[src/hdl/ldbc_pkg.sv]
// shared types, codes and reset values of the ladder button click decoder
`default_nettype none

package ldbc_pkg;

  // widths fixed by the register and result fields
  localparam int unsigned THR_W   = 10;
  localparam int unsigned TICKS_W = 8;
  localparam int unsigned CLASS_W = 3;
  localparam int unsigned EVENT_W = 3;
  localparam int unsigned CLICK_W = 4;
  localparam int unsigned INDEX_W = 3;

  // parameter defaults
  localparam int unsigned HISTORY_LEN_DEF = 30;
  localparam int unsigned QUIET_LEN_DEF   = 4;
  localparam int unsigned SAMPLE_BITS_DEF = 10;

  // key classes
  localparam logic [CLASS_W-1:0] KEY_OPEN   = 3'd0;
  localparam logic [CLASS_W-1:0] KEY_CENTER = 3'd1;
  localparam logic [CLASS_W-1:0] KEY_D      = 3'd2;
  localparam logic [CLASS_W-1:0] KEY_PLUS   = 3'd3;
  localparam logic [CLASS_W-1:0] KEY_MINUS  = 3'd4;

  // event codes
  localparam logic [EVENT_W-1:0] EV_NONE      = 3'd0;
  localparam logic [EVENT_W-1:0] EV_CLICKS    = 3'd1;
  localparam logic [EVENT_W-1:0] EV_PRESS_UP  = 3'd2;
  localparam logic [EVENT_W-1:0] EV_PRESS_DN  = 3'd3;
  localparam logic [EVENT_W-1:0] EV_LONG_UP   = 3'd4;
  localparam logic [EVENT_W-1:0] EV_LONG_DN   = 3'd5;

  // register indexes
  localparam logic [INDEX_W-1:0] REG_CENTER_BELOW = 3'd0;
  localparam logic [INDEX_W-1:0] REG_D_FROM       = 3'd1;
  localparam logic [INDEX_W-1:0] REG_D_BELOW      = 3'd2;
  localparam logic [INDEX_W-1:0] REG_PLUS_FROM    = 3'd3;
  localparam logic [INDEX_W-1:0] REG_PLUS_BELOW   = 3'd4;
  localparam logic [INDEX_W-1:0] REG_MINUS_FROM   = 3'd5;
  localparam logic [INDEX_W-1:0] REG_MINUS_BELOW  = 3'd6;
  localparam logic [INDEX_W-1:0] REG_LONG_TICKS   = 3'd7;

  // register reset values
  localparam logic [THR_W-1:0]   RST_CENTER_BELOW = 10'd31;
  localparam logic [THR_W-1:0]   RST_D_FROM       = 10'd44;
  localparam logic [THR_W-1:0]   RST_D_BELOW      = 10'd73;
  localparam logic [THR_W-1:0]   RST_PLUS_FROM    = 10'd74;
  localparam logic [THR_W-1:0]   RST_PLUS_BELOW   = 10'd124;
  localparam logic [THR_W-1:0]   RST_MINUS_FROM   = 10'd134;
  localparam logic [THR_W-1:0]   RST_MINUS_BELOW  = 10'd224;
  localparam logic [TICKS_W-1:0] RST_LONG_TICKS   = 8'd10;

  localparam logic [TICKS_W-1:0] HOLD_MAX  = 8'd255;
  localparam logic [CLICK_W-1:0] CLICK_MAX = 4'd15;

  // band thresholds handed to the classifier
  typedef struct packed {
    logic [THR_W-1:0] center_below;
    logic [THR_W-1:0] d_from;
    logic [THR_W-1:0] d_below;
    logic [THR_W-1:0] plus_from;
    logic [THR_W-1:0] plus_below;
    logic [THR_W-1:0] minus_from;
    logic [THR_W-1:0] minus_below;
  } bands_t;

endpackage

`default_nettype wire

[src/hdl/ladder_button_click_decoder.sv]
// top level: headset ladder button decoder with click counting and long press
//
// One beat on the input channel carries one converter reading of the ladder
// line and gives exactly one result beat: the key class of the reading, an
// event code and a click count. The reading is classified against seven
// band registers (first match of center, D, plus, minus; no match is open).
// A fresh D/plus or minus press gives a press event, such a key held until
// the hold counter equals long_press_ticks gives a long-press event on every
// further tick, and an open reading with the newest QUIET_LEN history
// entries open counts completed center clicks in the history and clears it
// when the count is nonzero. An open reading with a quiet history runs the
// click scan, which rotates the HISTORY_LEN-entry history through one pair
// comparator, one entry per cycle, and then passes to the done state;
// every other reading goes from acceptance straight to the done state. The
// done state loads the output register and frees the input. A stalled output
// register holds the finished item and keeps the input off for as long as
// it stalls. The input is not ready while an item is in work; a finished
// result sits in the output register, so the next beat can be taken while
// it waits. Configuration writes are always ready and take effect on the
// next accepted beat; write them only while idle.
`default_nettype none

module ladder_button_click_decoder #(
  parameter int unsigned HISTORY_LEN = ldbc_pkg::HISTORY_LEN_DEF,
  parameter int unsigned QUIET_LEN   = ldbc_pkg::QUIET_LEN_DEF,
  parameter int unsigned SAMPLE_BITS = ldbc_pkg::SAMPLE_BITS_DEF
) (
  input  wire logic                          clk_i,
  input  wire logic                          rst_ni,
  // configuration write channel
  input  wire logic                          cfg_valid_i,
  output logic                               cfg_ready_o,
  input  wire logic [ldbc_pkg::INDEX_W-1:0]  cfg_index_i,
  input  wire logic [ldbc_pkg::THR_W-1:0]    cfg_data_i,
  // sample channel
  input  wire logic                          in_valid_i,
  output logic                               in_ready_o,
  input  wire logic [SAMPLE_BITS-1:0]        adc_sample_i,
  // result channel
  output logic                               out_valid_o,
  input  wire logic                          out_ready_i,
  output logic [ldbc_pkg::CLASS_W-1:0]       key_class_o,
  output logic [ldbc_pkg::EVENT_W-1:0]       event_code_o,
  output logic [ldbc_pkg::CLICK_W-1:0]       click_count_o
);
  import ldbc_pkg::*;

  localparam int unsigned CNT_W = (HISTORY_LEN > 1) ? $clog2(HISTORY_LEN) : 1;
  localparam logic [CNT_W-1:0] CNT_LAST  = CNT_W'(HISTORY_LEN - 1);
  localparam logic [CNT_W-1:0] SCAN_PAIRS = CNT_W'(HISTORY_LEN - QUIET_LEN);

  typedef enum logic [2:0] {
    ST_IDLE = 3'b001,
    ST_SCAN = 3'b010,
    ST_DONE = 3'b100
  } state_e;

  // configuration registers
  bands_t             bands_q;
  logic [TICKS_W-1:0] long_ticks_q;

  // sequencer and item state
  state_e             state_q, state_d;
  logic [CNT_W-1:0]   cnt_q;
  logic [CLASS_W-1:0] class_q;
  logic [EVENT_W-1:0] ev_q;
  logic [CLICK_W-1:0] clicks_q;
  logic               fallen_q;
  logic [TICKS_W-1:0] hold_q;
  logic [CLASS_W-1:0] hist_q [HISTORY_LEN];

  logic [CLASS_W-1:0] cls;
  logic               in_fire, out_free, leave_done, quiet;
  logic [EVENT_W-1:0] ev_d;
  logic [TICKS_W-1:0] hold_d;
  logic [TICKS_W-1:0] hold_inc;
  logic [CLASS_W-1:0] tap_newer, tap_older;

  assign cfg_ready_o = 1'b1;

  always_ff @(posedge clk_i or negedge rst_ni) begin
    if (!rst_ni) begin
      bands_q.center_below <= RST_CENTER_BELOW;
      bands_q.d_from       <= RST_D_FROM;
      bands_q.d_below      <= RST_D_BELOW;
      bands_q.plus_from    <= RST_PLUS_FROM;
      bands_q.plus_below   <= RST_PLUS_BELOW;
      bands_q.minus_from   <= RST_MINUS_FROM;
      bands_q.minus_below  <= RST_MINUS_BELOW;
      long_ticks_q         <= RST_LONG_TICKS;
    end else if (cfg_valid_i) begin
      case (cfg_index_i)
        REG_CENTER_BELOW: bands_q.center_below <= cfg_data_i;
        REG_D_FROM:       bands_q.d_from       <= cfg_data_i;
        REG_D_BELOW:      bands_q.d_below      <= cfg_data_i;
        REG_PLUS_FROM:    bands_q.plus_from    <= cfg_data_i;
        REG_PLUS_BELOW:   bands_q.plus_below   <= cfg_data_i;
        REG_MINUS_FROM:   bands_q.minus_from   <= cfg_data_i;
        REG_MINUS_BELOW:  bands_q.minus_below  <= cfg_data_i;
        REG_LONG_TICKS:   long_ticks_q         <= cfg_data_i[TICKS_W-1:0];
        default: ;
      endcase
    end
  end

  ldbc_classify #(
    .SAMPLE_BITS(SAMPLE_BITS)
  ) u_classify (
    .sample_i    (adc_sample_i),
    .bands_i     (bands_q),
    .key_class_o (cls)
  );

  assign in_ready_o = (state_q == ST_IDLE);
  assign in_fire    = in_valid_i && in_ready_o;
  assign out_free   = !out_valid_o || out_ready_i;
  assign leave_done = (state_q == ST_DONE) && out_free;

  // newest QUIET_LEN entries must all be open before clicks are counted
  always_comb begin
    quiet = 1'b1;
    for (int k = 0; k < QUIET_LEN; k++) begin
      if (hist_q[k] != KEY_OPEN) quiet = 1'b0;
    end
  end

  // hold counter saturates
  assign hold_inc = (hold_q == HOLD_MAX) ? hold_q : hold_q + 8'd1;

  // press, long press and hold rules for the accepted sample
  always_comb begin
    ev_d   = EV_NONE;
    hold_d = hold_q;
    if (cls == KEY_OPEN) begin
      hold_d = '0;
    end else if (hist_q[0] == KEY_OPEN) begin
      if (cls == KEY_D || cls == KEY_PLUS) begin
        ev_d = EV_PRESS_UP;
      end else if (cls == KEY_MINUS) begin
        ev_d = EV_PRESS_DN;
      end
    end else if (hold_q == long_ticks_q) begin
      // long press fires again each tick since the count stays put
      if (cls == KEY_CENTER) begin
        hold_d = hold_inc;
      end else if (cls == KEY_D || cls == KEY_PLUS) begin
        ev_d = EV_LONG_UP;
      end else if (cls == KEY_MINUS) begin
        ev_d = EV_LONG_DN;
      end
    end else if (cls == hist_q[0]) begin
      hold_d = hold_inc;
    end
  end

  // sequencer
  always_comb begin
    state_d = state_q;
    case (state_q)
      ST_IDLE: begin
        if (in_fire) begin
          state_d = (cls == KEY_OPEN && quiet) ? ST_SCAN : ST_DONE;
        end
      end
      ST_SCAN: begin
        if (cnt_q == CNT_LAST) state_d = ST_DONE;
      end
      ST_DONE: begin
        if (out_free) state_d = ST_IDLE;
      end
      default: state_d = ST_IDLE;
    endcase
  end

  // the scan rotates the history toward entry 0; these two taps see each
  // adjacent pair in turn, a full turn restores the original order
  assign tap_newer = hist_q[QUIET_LEN-1];
  assign tap_older = hist_q[QUIET_LEN];

  always_ff @(posedge clk_i or negedge rst_ni) begin
    if (!rst_ni) begin
      state_q  <= ST_IDLE;
      cnt_q    <= '0;
      hold_q   <= '0;
      fallen_q <= 1'b0;
      clicks_q <= '0;
    end else begin
      state_q <= state_d;
      if (in_fire) begin
        cnt_q    <= '0;
        hold_q   <= hold_d;
        fallen_q <= 1'b0;
        clicks_q <= '0;
      end else if (state_q == ST_SCAN) begin
        cnt_q <= cnt_q + 1'b1;
        if (cnt_q < SCAN_PAIRS) begin
          // center->open rising edge first (newest), then the open->center falling edge
          if (!fallen_q && tap_newer == KEY_OPEN && tap_older == KEY_CENTER) begin
            fallen_q <= 1'b1;
          end else if (fallen_q && tap_newer == KEY_CENTER && tap_older == KEY_OPEN) begin
            fallen_q <= 1'b0;
            if (clicks_q != CLICK_MAX) clicks_q <= clicks_q + 1'b1;
          end
        end
      end
    end
  end

  always_ff @(posedge clk_i) begin
    if (in_fire) begin
      class_q <= cls;
      ev_q    <= ev_d;
    end
  end

  // key history: rotate during the scan, shift in the class at the end
  always_ff @(posedge clk_i or negedge rst_ni) begin
    if (!rst_ni) begin
      for (int k = 0; k < HISTORY_LEN; k++) hist_q[k] <= KEY_OPEN;
    end else if (state_q == ST_SCAN) begin
      for (int k = 0; k < HISTORY_LEN - 1; k++) hist_q[k] <= hist_q[k+1];
      hist_q[HISTORY_LEN-1] <= hist_q[0];
    end else if (leave_done) begin
      if (clicks_q != '0) begin
        // counted clicks wipe the history; the new class is open anyway
        for (int k = 0; k < HISTORY_LEN; k++) hist_q[k] <= KEY_OPEN;
      end else begin
        for (int k = HISTORY_LEN - 1; k > 0; k--) hist_q[k] <= hist_q[k-1];
        hist_q[0] <= class_q;
      end
    end
  end

  // output register
  always_ff @(posedge clk_i or negedge rst_ni) begin
    if (!rst_ni) begin
      out_valid_o <= 1'b0;
    end else if (leave_done) begin
      out_valid_o <= 1'b1;
    end else if (out_ready_i) begin
      out_valid_o <= 1'b0;
    end
  end

  always_ff @(posedge clk_i) begin
    if (leave_done) begin
      key_class_o   <= class_q;
      event_code_o  <= (clicks_q != '0) ? EV_CLICKS : ev_q;
      click_count_o <= clicks_q;
    end
  end

  // a click count only travels with a clicks event
  a_clicks_with_event: assert property (@(posedge clk_i) disable iff (!rst_ni)
    (out_valid_o && event_code_o != EV_CLICKS) |-> click_count_o == '0)
    else $error("click count without clicks event");

  // clicks are only reported on an open reading
  a_clicks_on_open: assert property (@(posedge clk_i) disable iff (!rst_ni)
    (out_valid_o && event_code_o == EV_CLICKS) |-> key_class_o == KEY_OPEN)
    else $error("clicks event on a pressed key");

  // the scan only runs for an open reading
  a_scan_open: assert property (@(posedge clk_i) disable iff (!rst_ni)
    (state_q == ST_SCAN) |-> class_q == KEY_OPEN)
    else $error("history scan for a pressed key");

  // the hold counter drops to zero only on an open reading
  a_hold_clear: assert property (@(posedge clk_i) disable iff (!rst_ni)
    (hold_q != '0) ##1 (hold_q == '0) |-> class_q == KEY_OPEN)
    else $error("hold counter cleared while a key is held");

endmodule

`default_nettype wire

[src/hdl/ldbc_classify.sv]
// band classifier: maps one ladder sample to a key class
`default_nettype none

module ldbc_classify #(
  parameter int unsigned SAMPLE_BITS = ldbc_pkg::SAMPLE_BITS_DEF
) (
  input  wire logic [SAMPLE_BITS-1:0]       sample_i,
  input  wire ldbc_pkg::bands_t             bands_i,
  output logic [ldbc_pkg::CLASS_W-1:0]      key_class_o
);
  import ldbc_pkg::*;

  localparam int unsigned CMP_W = (SAMPLE_BITS > THR_W) ? SAMPLE_BITS : THR_W;

  logic [CMP_W-1:0] s_ext;

  function automatic logic [CMP_W-1:0] ext(input logic [THR_W-1:0] v);
    ext = CMP_W'(v);
  endfunction

  assign s_ext = CMP_W'(sample_i);

  // first matching band wins: center, D, plus, minus
  always_comb begin
    if (s_ext < ext(bands_i.center_below)) begin
      key_class_o = KEY_CENTER;
    end else if (s_ext >= ext(bands_i.d_from) && s_ext < ext(bands_i.d_below)) begin
      key_class_o = KEY_D;
    end else if (s_ext >= ext(bands_i.plus_from) && s_ext < ext(bands_i.plus_below)) begin
      key_class_o = KEY_PLUS;
    end else if (s_ext >= ext(bands_i.minus_from) && s_ext < ext(bands_i.minus_below)) begin
      key_class_o = KEY_MINUS;
    end else begin
      key_class_o = KEY_OPEN;
    end
  end

endmodule

`default_nettype wire

[config.mk]
export PLATFORM = sky130hd
export DESIGN_NAME = ladder_button_click_decoder
export DESIGN_NICKNAME = d
export VERILOG_FILES = /design/src/hdl/ldbc_pkg.sv /design/src/hdl/ladder_button_click_decoder.sv /design/src/hdl/ldbc_classify.sv
export SDC_FILE = /design/constraint.sdc
export NUM_CORES = 1
export LEC_CHECK = 0
export BUFFER_PORTS_ARGS = -buffer_cell sky130_fd_sc_hd__buf_4
export CORE_MARGIN = 5
export CORE_UTILIZATION = 46
export CTS_CLUSTER_DIAMETER = 50
export DETAILED_ROUTE_END_ITERATION = 10
export PLACE_DENSITY = 0.67
export RECOVER_POWER = 25
export SLEW_MARGIN = 20
export SYNTH_ARGS = -nofsm -noshare
export SYNTH_HDL_FRONTEND = slang
export SYNTH_SLANG_ARGS = --single-unit
[constraint.sdc]
create_clock -name clk_i -period 3 [get_ports clk_i]
set_input_delay 0.6 -clock clk_i [delete_from_list [all_inputs] [get_ports clk_i]]
set_output_delay 0.6 -clock clk_i [all_outputs]
set_load 0.03 [all_outputs]
**Word level (Yosys, flattened, before mapping)**

Index checks and enable logic that the tools add are counted.
Widths: inputs -> output; s select.

- Add/sub/neg operators: 3
- Order comparisons: 8
- Eq/ne operators: 27
- Muxes and demuxes: 44
- Reduce and logical (&&, ||, !) cells: 44

Operators with widths:

| cell | count |
|---|---|
| $mux 90 | 3 |
| $mux 8 | 6 |
| $lt 10x10->1 | 4 |
| $mux 3 | 13 |
| $ge 10x10->1 | 3 |
| $mux 4 | 6 |
| $eq 3x3->1 const B | 6 |
| $reduce_bool 3->1 | 6 |
| $reduce_and 2->1 | 8 |
| $eq 3x1->1 const B | 5 |
| $eq 3x2->1 const B | 5 |
| $logic_not 3->1 | 5 |
| $reduce_bool 2->1 | 6 |
| $mux 1 | 11 |
| $logic_and 1x1->1 | 10 |
| $mux 5 | 2 |
| $pmux 3 s3 | 1 |
| $add 8x1->8 const B | 1 |
| $eq 8x8->1 | 1 |
| $eq 8x8->1 const B | 1 |
| $ne 2x2->1 const B | 4 |
| $reduce_and 3->1 | 2 |
| $add 5x1->5 const B | 1 |
| $eq 5x5->1 const B | 1 |
| 12 further kinds | 15 |

- Flip-flop bits (word level): 206
- Input bits: 28
- Output and inout port bits: 13
- Word-level logic and storage cells: 175

**Logic depth before layout (Yosys ltp)**

Gate-level depths: netlist (run 1).

- Depth after elaboration: 12
- Depth in mapped cells: 13

**Hierarchy**

From an unflattened synthesis (run 1), not the netlist that was laid out.

- Cells, all modules: 1091
- Area, all modules: 10924.2 µm²

Modules (own cells, without submodules):

| module | times used | cells an instance | area each (µm²) | sequential area each (µm²) |
|---|---|---|---|---|
| ladder_button_click_decoder | 1 | 867 | 9287.7 | 5270.1 |
| ldbc_classify | 1 | 224 | 1636.6 | 0.0 |

**Worst setup path before layout (run 1)**

No wires, ideal clock.

- Path kind: input to register
- Start point: input port adc_sample_i[7]
- End point: register hold_q[5]
- Library setup time: 0.126 ns
- Data arrival time: 2.874 ns
- Data required time: 2.874 ns
- Setup slack: 0.000 ns
- Stages: 11
- Buffers on the path: 0
- Cells stage by stage: ha_1 > a211oi_2 > nor2_1 > or3_1 > o211ai_2 > nor4b_2 > mux2i_1 > o211ai_2 > nand2_4 > o211a_1 > a221o_1

- Cells in the longest elaborated chain, start to end: 9

Ends and longest elaborated chain:

| what | line | source |
|---|---|---|
| start, declared | ladder_button_click_decoder.sv:38 | `input wire logic [SAMPLE_BITS-1:0] adc_sample_i,` |
| $ge 10x10->1 / $lt 10x10->1 (equally long branches) | ldbc_classify.sv:31 | `end else if (s_ext >= ext(bands_i.minus_from) && s_ext < ext(bands_i.minus_below)) begin` |
| $logic_and 1x1->1 | ldbc_classify.sv:31 |  |
| $mux 3 | ldbc_classify.sv:31 |  |
| $mux 3 | ldbc_classify.sv:29 | `end else if (s_ext >= ext(bands_i.plus_from) && s_ext < ext(bands_i.plus_below)) begin` |
| $mux 3 | ldbc_classify.sv:27 | `end else if (s_ext >= ext(bands_i.d_from) && s_ext < ext(bands_i.d_below)) begin` |
| $mux 3 (*) | ldbc_classify.sv:25 | `if (s_ext < ext(bands_i.center_below)) begin` |
| $eq 3x1->1, or another cell as far along | ladder_button_click_decoder.sv:144 | `if (cls == KEY_CENTER) begin` |
| $ne 3x2->1 (no line), or another cell as far along | - |  |
| $reduce_and 4->1 (no line) | - |  |
| end signal, assigned | ladder_button_click_decoder.sv:191 | `hold_q <= hold_d;` |
| end, declared | ladder_button_click_decoder.sv:69 | `logic [TICKS_W-1:0] hold_q;` |

Mark *: on every way between the ends. The rest lies on a longest branch, timed or not.
A chain may end at the register's enable or synchronous reset.

**Final worst setup path (run 1)**

- Start point: register bands_q[5] (netlist bit)
- End point: register hold_q[5]

- Cells in the longest elaborated chain, start to end: 9

Ends and longest elaborated chain:

| what | line | source |
|---|---|---|
| start, declared | ladder_button_click_decoder.sv:59 | `bands_t bands_q;` |
| $lt 10x10->1 (*) | ldbc_classify.sv:31 |  |
| $logic_and 1x1->1 (*) | ldbc_classify.sv:31 |  |
| $mux 3 (*) | ldbc_classify.sv:31 |  |
| $mux 3 (*) | ldbc_classify.sv:29 |  |
| $mux 3 (*) | ldbc_classify.sv:27 |  |
| $mux 3 (*) | ldbc_classify.sv:25 |  |
| named net cls[2] | ladder_button_click_decoder.sv:72 | `logic [CLASS_W-1:0] cls;` |
| $eq 3x1->1, or another cell as far along | ladder_button_click_decoder.sv:144 |  |
| $ne 3x2->1 (no line), or another cell as far along | - |  |
| $reduce_and 4->1 (no line) | - |  |

Mark *: on every way through the listed nets, which the timed path passes. The rest lies on a longest branch.

==> impl_results.md, run 1 <==
- Total chip power: 9950 uW
- H-tree level count: 1
- Slew Viols, Final: 76
- Synth Instances: ~1100
- Initial Util: about 47%
- Hold Crit Class: primary input to flop
- Final min period: 2.86 ns
- Period utilization: between 90 and 100%
- Critical path launch point type: flop
- Slew margin rel.: -30.8%
- Post-Syn Nets: 1221
- Via Count: ~8300
- Number of synthesized flops with an enable pin: 16
- Clock transition at path regs: 0.06 ns
- Slowest stage delay, CP: 0.53 ns
- Tightest Pin Transition: slightly below 2 ns
- Max-Cap Viols: 1
- TritonCTS Buffers: 26
- Worst-path cell chain: inv_1 -> ha_1 -> and4_1 -> a221oi_4 -> o21ai_1 -> a211o_2 -> nor3b_4 -> o211a_4 -> nand2_4 -> o211a_1 -> a221o_1
- Ys async rst share: between 90% and 100%
- Core ar.: between 20000 and 25000 um^2
- Synth cell types: approximately 60
- P&R area growth vs syn: 18.1%
- Share of cells above drive strength 1: ~20%
- Row count: 55
- Clock root cell: clkbuf_16
- DR WL/cell: between 15 and 20 um
- Clock Skews: about 0.022 ns
- Antenna violations before repair: 0
- Total Wirelength: 24.6 mm
- Syn Area/Cell: around 9.5 um^2
- # IOs: approximately 40
- DR DRC count: 0
- Final setup margin: around 0.14 ns
- FF+latch count, synth: 206
- CP Capture Type: flop
- Post-synth top area cell: dfrtp_1
- Ys Warns: 0
- First-pass GRT wire length: around 41 mm
- Arrival time worst endpoint: approximately 3.3 ns
- Power per cell area: 790 nW/um^2
- Mapped cell area: about 11000 um^2
- Area share of the largest cell type after synthesis: 38.0%
- Ant diodes: 0
- Leak Pwr: 0.00582 uW
- Worst vdd ir: between 500 and 600 uV
- Final hold slack: around 0.37 ns
- CP required: ~3.4 ns
- Number of global-route vias before repair: approximately 8000
- Peak Freq: roughly 350 MHz
- Overall routing resource usage: 19.0%
- Slowest-stage cell, CP: dfstp_2
- Post-Place Setup Slack: -0.279 ns
- Vias per inst: 5.50
- Die width: between 150 and 200 um
- Clock Latency Late Sink: approximately 0.53 ns
- Remaining Overflow, GRT: 0
- Sequential fraction of the synthesis area: 49.4%
- Clock tree buffer depth: 3
- Dpl cell area: approximately 12000 um^2
- Status: finished, violations left
- RD Place Congestion: ~0.89
- CTS tree: built
- Largest net degree at the start of global routing: 94
- Final instance area: roughly 13000 um^2
- Ranking of synthesized cells by area: dfrtp_1, ha_1, dfstp_2
- Final Hold Violating Endpoints: 0
- Clk sink count: around 210
- Height of the die: 162 um
- Routed Antenna Nets: 0
- Failing checks: max-capacitance violations, max-slew violations
- Ys flop type: dfrtp_1
- 1st-iter DRT viols: approximately 630
- Final setup fails: 0
- Count of input and output buffers: 39
- Die area: 26400 um^2
- Final #Nets: between 1000 and 1500
- Detailed Routing Iterations Pass 1: 5
- Dpl hpwl: around 16 mm
- CP Max Fanout: 5
- Worst Path Class, Setup: flop to flop
## power breakdown
group	switching (uW)	total (uW)	internal, uW
clock network	1260	3230	1970
logic	1240	2340	1100
registers	653	4390	3740
## worst max-delay path, delay by kind of cell, from the launching register on
family / cells / cell delay (ns)
AOI/OAI and AO/OA: 6 / 1.43
adders and majority gates: 1 / 0.29
buffers and inverters: 1 / 0.04
DFF: 1 / 0.53
and+or+nand+nor: 3 / 0.48
## layout by cell type (no fill, tap or decap), drive strengths merged, types with 43 or more instances in the layout
cell / instances
mux2: 43
nor2: 115
nand3: 99
ha: 71
o21ai: 55
buf: 90
a31oi: 94
inv: 79
nand2: 140
dfrtp: 162
## metrics by stage
stage	util [%]	TNS, ns	instances
finish	55.3	0	1509
global route	55.3	-0.0116	1509
CTS	54.8	0	1506
detailed placement	50.9	-1.86	1459
global placement	50.9	-1.37	1459
floorplan	-	0	1122
## cells by family after synthesis
| family | after synthesis | synth area share, % |
|---|---|---|
| AND/OR/NAND/NOR | 424 | 18.1 |
| AO/OA/AOI/OAI | 219 | 13.3 |
| multiplexers | 45 | 4.72 |
| XOR/XNOR | 15 | 1.23 |
| flip-flops | 206 | 49.4 |
| other | 1 | 0.0351 |
| adder cells (fa/ha/maj) | 71 | 8.32 |
| buffers and inverters | 141 | 5.00 |
## metal layers
metal	vias up	track usage, %	part of all wire [%]	wire length, um
met5	-	0	0	0
met4	0	5.73	2.9	714
met3	48	2.86	4.2	1040
met2	182	31.5	48	11900
met1	4026	25.9	45	11000
li1	4047	-	-	-
## registers in the layout, summed over array words and instances (netlist names)
| name | count |
|---|---|
| tap_newer | 3 |
| ev_q | 3 |
| long_ticks_q | 8 |
| key_class_o | 3 |
| hist_q | 84 |
| tap_older | 3 |
| click_count_o | 4 |
| hold_q | 8 |
| out_valid_o | 1 |
| bands_q | 70 |
| fallen_q | 1 |
| class_q | 3 |
| state_q | 3 |
| clicks_q | 4 |
| cnt_q | 5 |
| event_code_o | 3 |
## layout make-up
type	count	area, um^2
Sequential cell	206	5270
Timing Repair Buffer	92	731
Tap cell	313	392
Multi-Input combinational cell	775	5030
Fill cell	2002	10200
Clock inverter	15	185
Inverter	76	287
Clock buffer	32	714
## worst paths after layout
path	from	endpoint	slack, ns	cells after the start
worst max-delay path	bands_q[5]	hold_q[5]	0.14	11
worst min-delay path	cfg_data_i[8]	bands_q[58]	0.37	3
worst max register to register	bands_q[5]	hold_q[5]	0.14	11
worst min register to register	bands_q[63]	bands_q[63]	0.50	2
max in group asynchronous	rst_ni	hist_q[68]	0.65	2
min in group asynchronous	rst_ni	tap_older[0]	0.60	1
## synth_stat cells (4+ instances only)
cell / number
o31ai_1: 4
nand2b_1: 18
a21oi_1: 23
dfstp_2: 28
nand4_1: 12
buf_1: 9
and3_1: 4
inv_1: 75
o21ai_1: 11
nand4b_1: 5
mux2_2: 43
and2_1: 5
nand3_1: 99
clkbuf_1: 54
nor3_1: 10
ha_1: 71
o21ai_0: 44
nor2_1: 115
nand2_1: 139
a21o_1: 10
a31oi_1: 94
edfxtp_1: 16
nor3b_1: 4
a211oi_1: 8
dfrtp_1: 162
xor2_1: 13
## repair_timing
action / in CTS / in global routing
setup buffers: 0 / 3
hold buffers: 0 / 0
resized for setup: 0 / 23
endpoints found under the setup margin: 0 / 8
Power figures use the tool's default switching activity.
==> run 2: changes to the inputs <==
- PLACE_DENSITY: 0.67 -> 0.65
- SETUP_SLACK_MARGIN: unset -> 0.2
==> run 2 against run 1 <==
  * The flow still finishes with violations (max-capacitance violations, max-slew violations)
  * Die area did not move
  * Clock power grew 6%
  * Clock-buffer cell count up 9
  * Total power increased by 3.6%
  * Global-route usage hardly changed
  * Combinational power increased by 8%
  * Flip-flop and latch count unchanged
  * Maximum frequency decreased by 1.8%
==> impl_results.md, run 2 (same netlist as run 1, synthesis figures left out) <==
- Arrival time worst endpoint: 3.33 ns
- Period utilization: ~97%
- Reg2reg end: hold_q[5]
- Fill count: between 1500 and 2000
- Cell family contributing the most delay on the critical path: compound AO/OA/AOI/OAI gates
- Worst-path cell chain: inv_2 -> ha_4 -> a21o_1 -> a31oi_1 -> o211ai_1 -> a31oi_1 -> buf_4 -> a211o_4 -> nor3b_4 -> o211a_4 -> nand2_4 -> o211a_1 -> a221o_1
- Antenna violations before repair: 0
- Worst vdd ir: 447 uV
- Largest net degree at the start of global routing: between 80 and 90
- Total Wirelength: 24.7 mm
- Register with the most flip-flops: hist_q
- Clock root cell: clkbuf_16
- Hold endpoint: bands_q[25]
- Max-Cap Viols: 1
- Final #Nets: about 1300
- Hold Crit Class: primary input to flop
- Routed Antenna Nets: 0
- Hold depth: 3
- Vias per inst: approximately 5.5
- Non-Filler Instances: roughly 1500
- Count of input and output buffers: 39
- CP Max Fanout: 5
- Failing checks: max-capacitance violations, max-slew violations
- Max reg flops: 84
- Clock Latency Late Sink: roughly 0.53 ns
- Slowest stage delay, CP: between 0.5 and 0.6 ns
- Clock tree buffer depth: 3
- H-tree level count: 1
- Most frequent cells in the layout: dfrtp_1, nand2_1, nor2_1
- Via Count: approximately 8300
- Top Registers: hist_q x84, bands_q x70
- CP Capture Type: flop
- P&R area growth vs syn: 21.1%
- Detailed Routing Iterations Pass 1: 5
- Placed cell count: 1462
- Reg2Reg Launch Point: bands_q[12]
- Peak Freq: around 340 MHz
- DR WL/cell: ~16 um
- Row count: 55
- First-pass GRT wire length: between 40 and 50 mm
- RD Place Congestion: ~0.87
- Height of the die: 162 um
- Clock Skews: approximately 0.011 ns
- Slew Viols, Final: 65
- Hold buffers post-CTS: 0
- Setup slack, reg-to-reg: 0.08 ns
- TritonCTS Buffers: 28
- Final Hold Violating Endpoints: 0
- Die area: approximately 26000 um^2
- Core ar.: around 23000 um^2
- Ant diodes: 0
- Dpl hpwl: approximately 16 mm
- # IOs: roughly 40
- 1st-iter DRT viols: between 700 and 800
- Share of cells above drive strength 1: a little under a quarter
- Critical path launch point type: flop
- Worst Path Class, Setup: flop to flop
- CP dominant cell by count: a31oi_1
- CP required: between 3 and 4 ns
- CTS tree: built
- R2R depth: 13
- Slowest-stage cell, CP: dfstp_2
- Slew margin rel.: -11.5%
- Initial Util: 46.9%
- Power per cell area: about 800 nW/um^2
- Commonest non-fill, non-tap cell in the layout: dfrtp_1
- Die width: approximately 160 um
- Leak Pwr: between 0.005 and 0.006 uW
- Final setup fails: 0
- Final min period: 2.92 ns
- Remaining Overflow, GRT: 0
- Dpl cell area: ~12000 um^2
- Unrepaired setup endpoints after global routing: yes
- Status: finished, violations left
- Final instance area: around 13000 um^2
- Clk sink count: a little over 200
- Number of global-route vias before repair: 8299
- DR DRC count: 0
- Worst path bufs/invs: 2
- Tightest Pin Transition: between 1.5 and 2 ns
- Worst hold path startpoint: cfg_data_i[5]
- Overall routing resource usage: 19.0%
- Clock transition at path regs: roughly 0.060 ns
run 2: how the worst max path moves through the flow:
stage,startpoint,to,cells past startpoint
2_1_floorplan,adc_sample_i[7],hold_q[5],11
3_3_place_gp,adc_sample_i[4],hold_q[5],13
3_5_place_dp,adc_sample_i[7],hold_q[3],13
4_1_cts,bands_q[36],hold_q[5],11
5_1_grt,bands_q[12],hold_q[5],13
6_report,bands_q[12],hold_q[5],13
run 2: per-layer routing:
| layer | part of all wire, % | wire length [um] | vias up | track usage (%) |
|---|---|---|---|---|
| met5 | 0 | 0 | - | 0 |
| met4 | 2.6 | 641 | 0 | 5.11 |
| met3 | 3.3 | 803 | 52 | 2.68 |
| met2 | 48 | 11800 | 144 | 31.6 |
| met1 | 46 | 11500 | 4058 | 26.2 |
| li1 | - | - | 4067 | - |
run 2: repair_timing:
item                       CTS  global route
setup endpoints to repair    9             9
gates resized for setup     31            14
setup buffers                7             3
pin swaps                   26            23
run 2: report_power, final:
part	switching, uW	internal [uW]	leakage (uW)
sequential	644	3740	0.00251
clock	1270	2140	0.000481
combinational	1300	1220	0.00292
total	3210	7100	0.00591
run 2: final cells by class:
type | instances | area (um^2) | share of cell area [%]
sequential | 206 | 5270 | 40.8
multi-input combinational | 775 | 5200 | 40.2
clock buffer | 41 | 843 | 6.52
timing repair buffer | 102 | 805 | 6.22
tap | 313 | 392 | 3.03
inverter | 76 | 287 | 2.22
clock inverter | 11 | 133 | 1.03
run 2: tightest hold or removal path, delay by kind of cell:
family / cells / cell delay (ns)
AOI/OAI and AO/OA: 1 / 0.07
buffers and inverters: 1 / 0.15
and+or+nand+nor: 1 / 0.06
run 2: through the flow:
| stage | TNS (ns) | power, uW | hold slack (ns) | setup slack [ns] | utilization (%) |
|---|---|---|---|---|---|
| floorplan | 0 | 5850 | 0.304 | 0.0953 | - |
| global route | -0.0101 | 11000 | 0.351 | -0.00898 | 56.8 |
| global placement | -1.52 | 6560 | 0.443 | -0.254 | 51.1 |
| finish | 0 | 10300 | 0.359 | 0.0845 | 56.8 |
| CTS | 0 | 10300 | 0.0775 | 0.128 | 56.5 |
| detailed placement | -2.05 | 6660 | 0.435 | -0.298 | 51.1 |
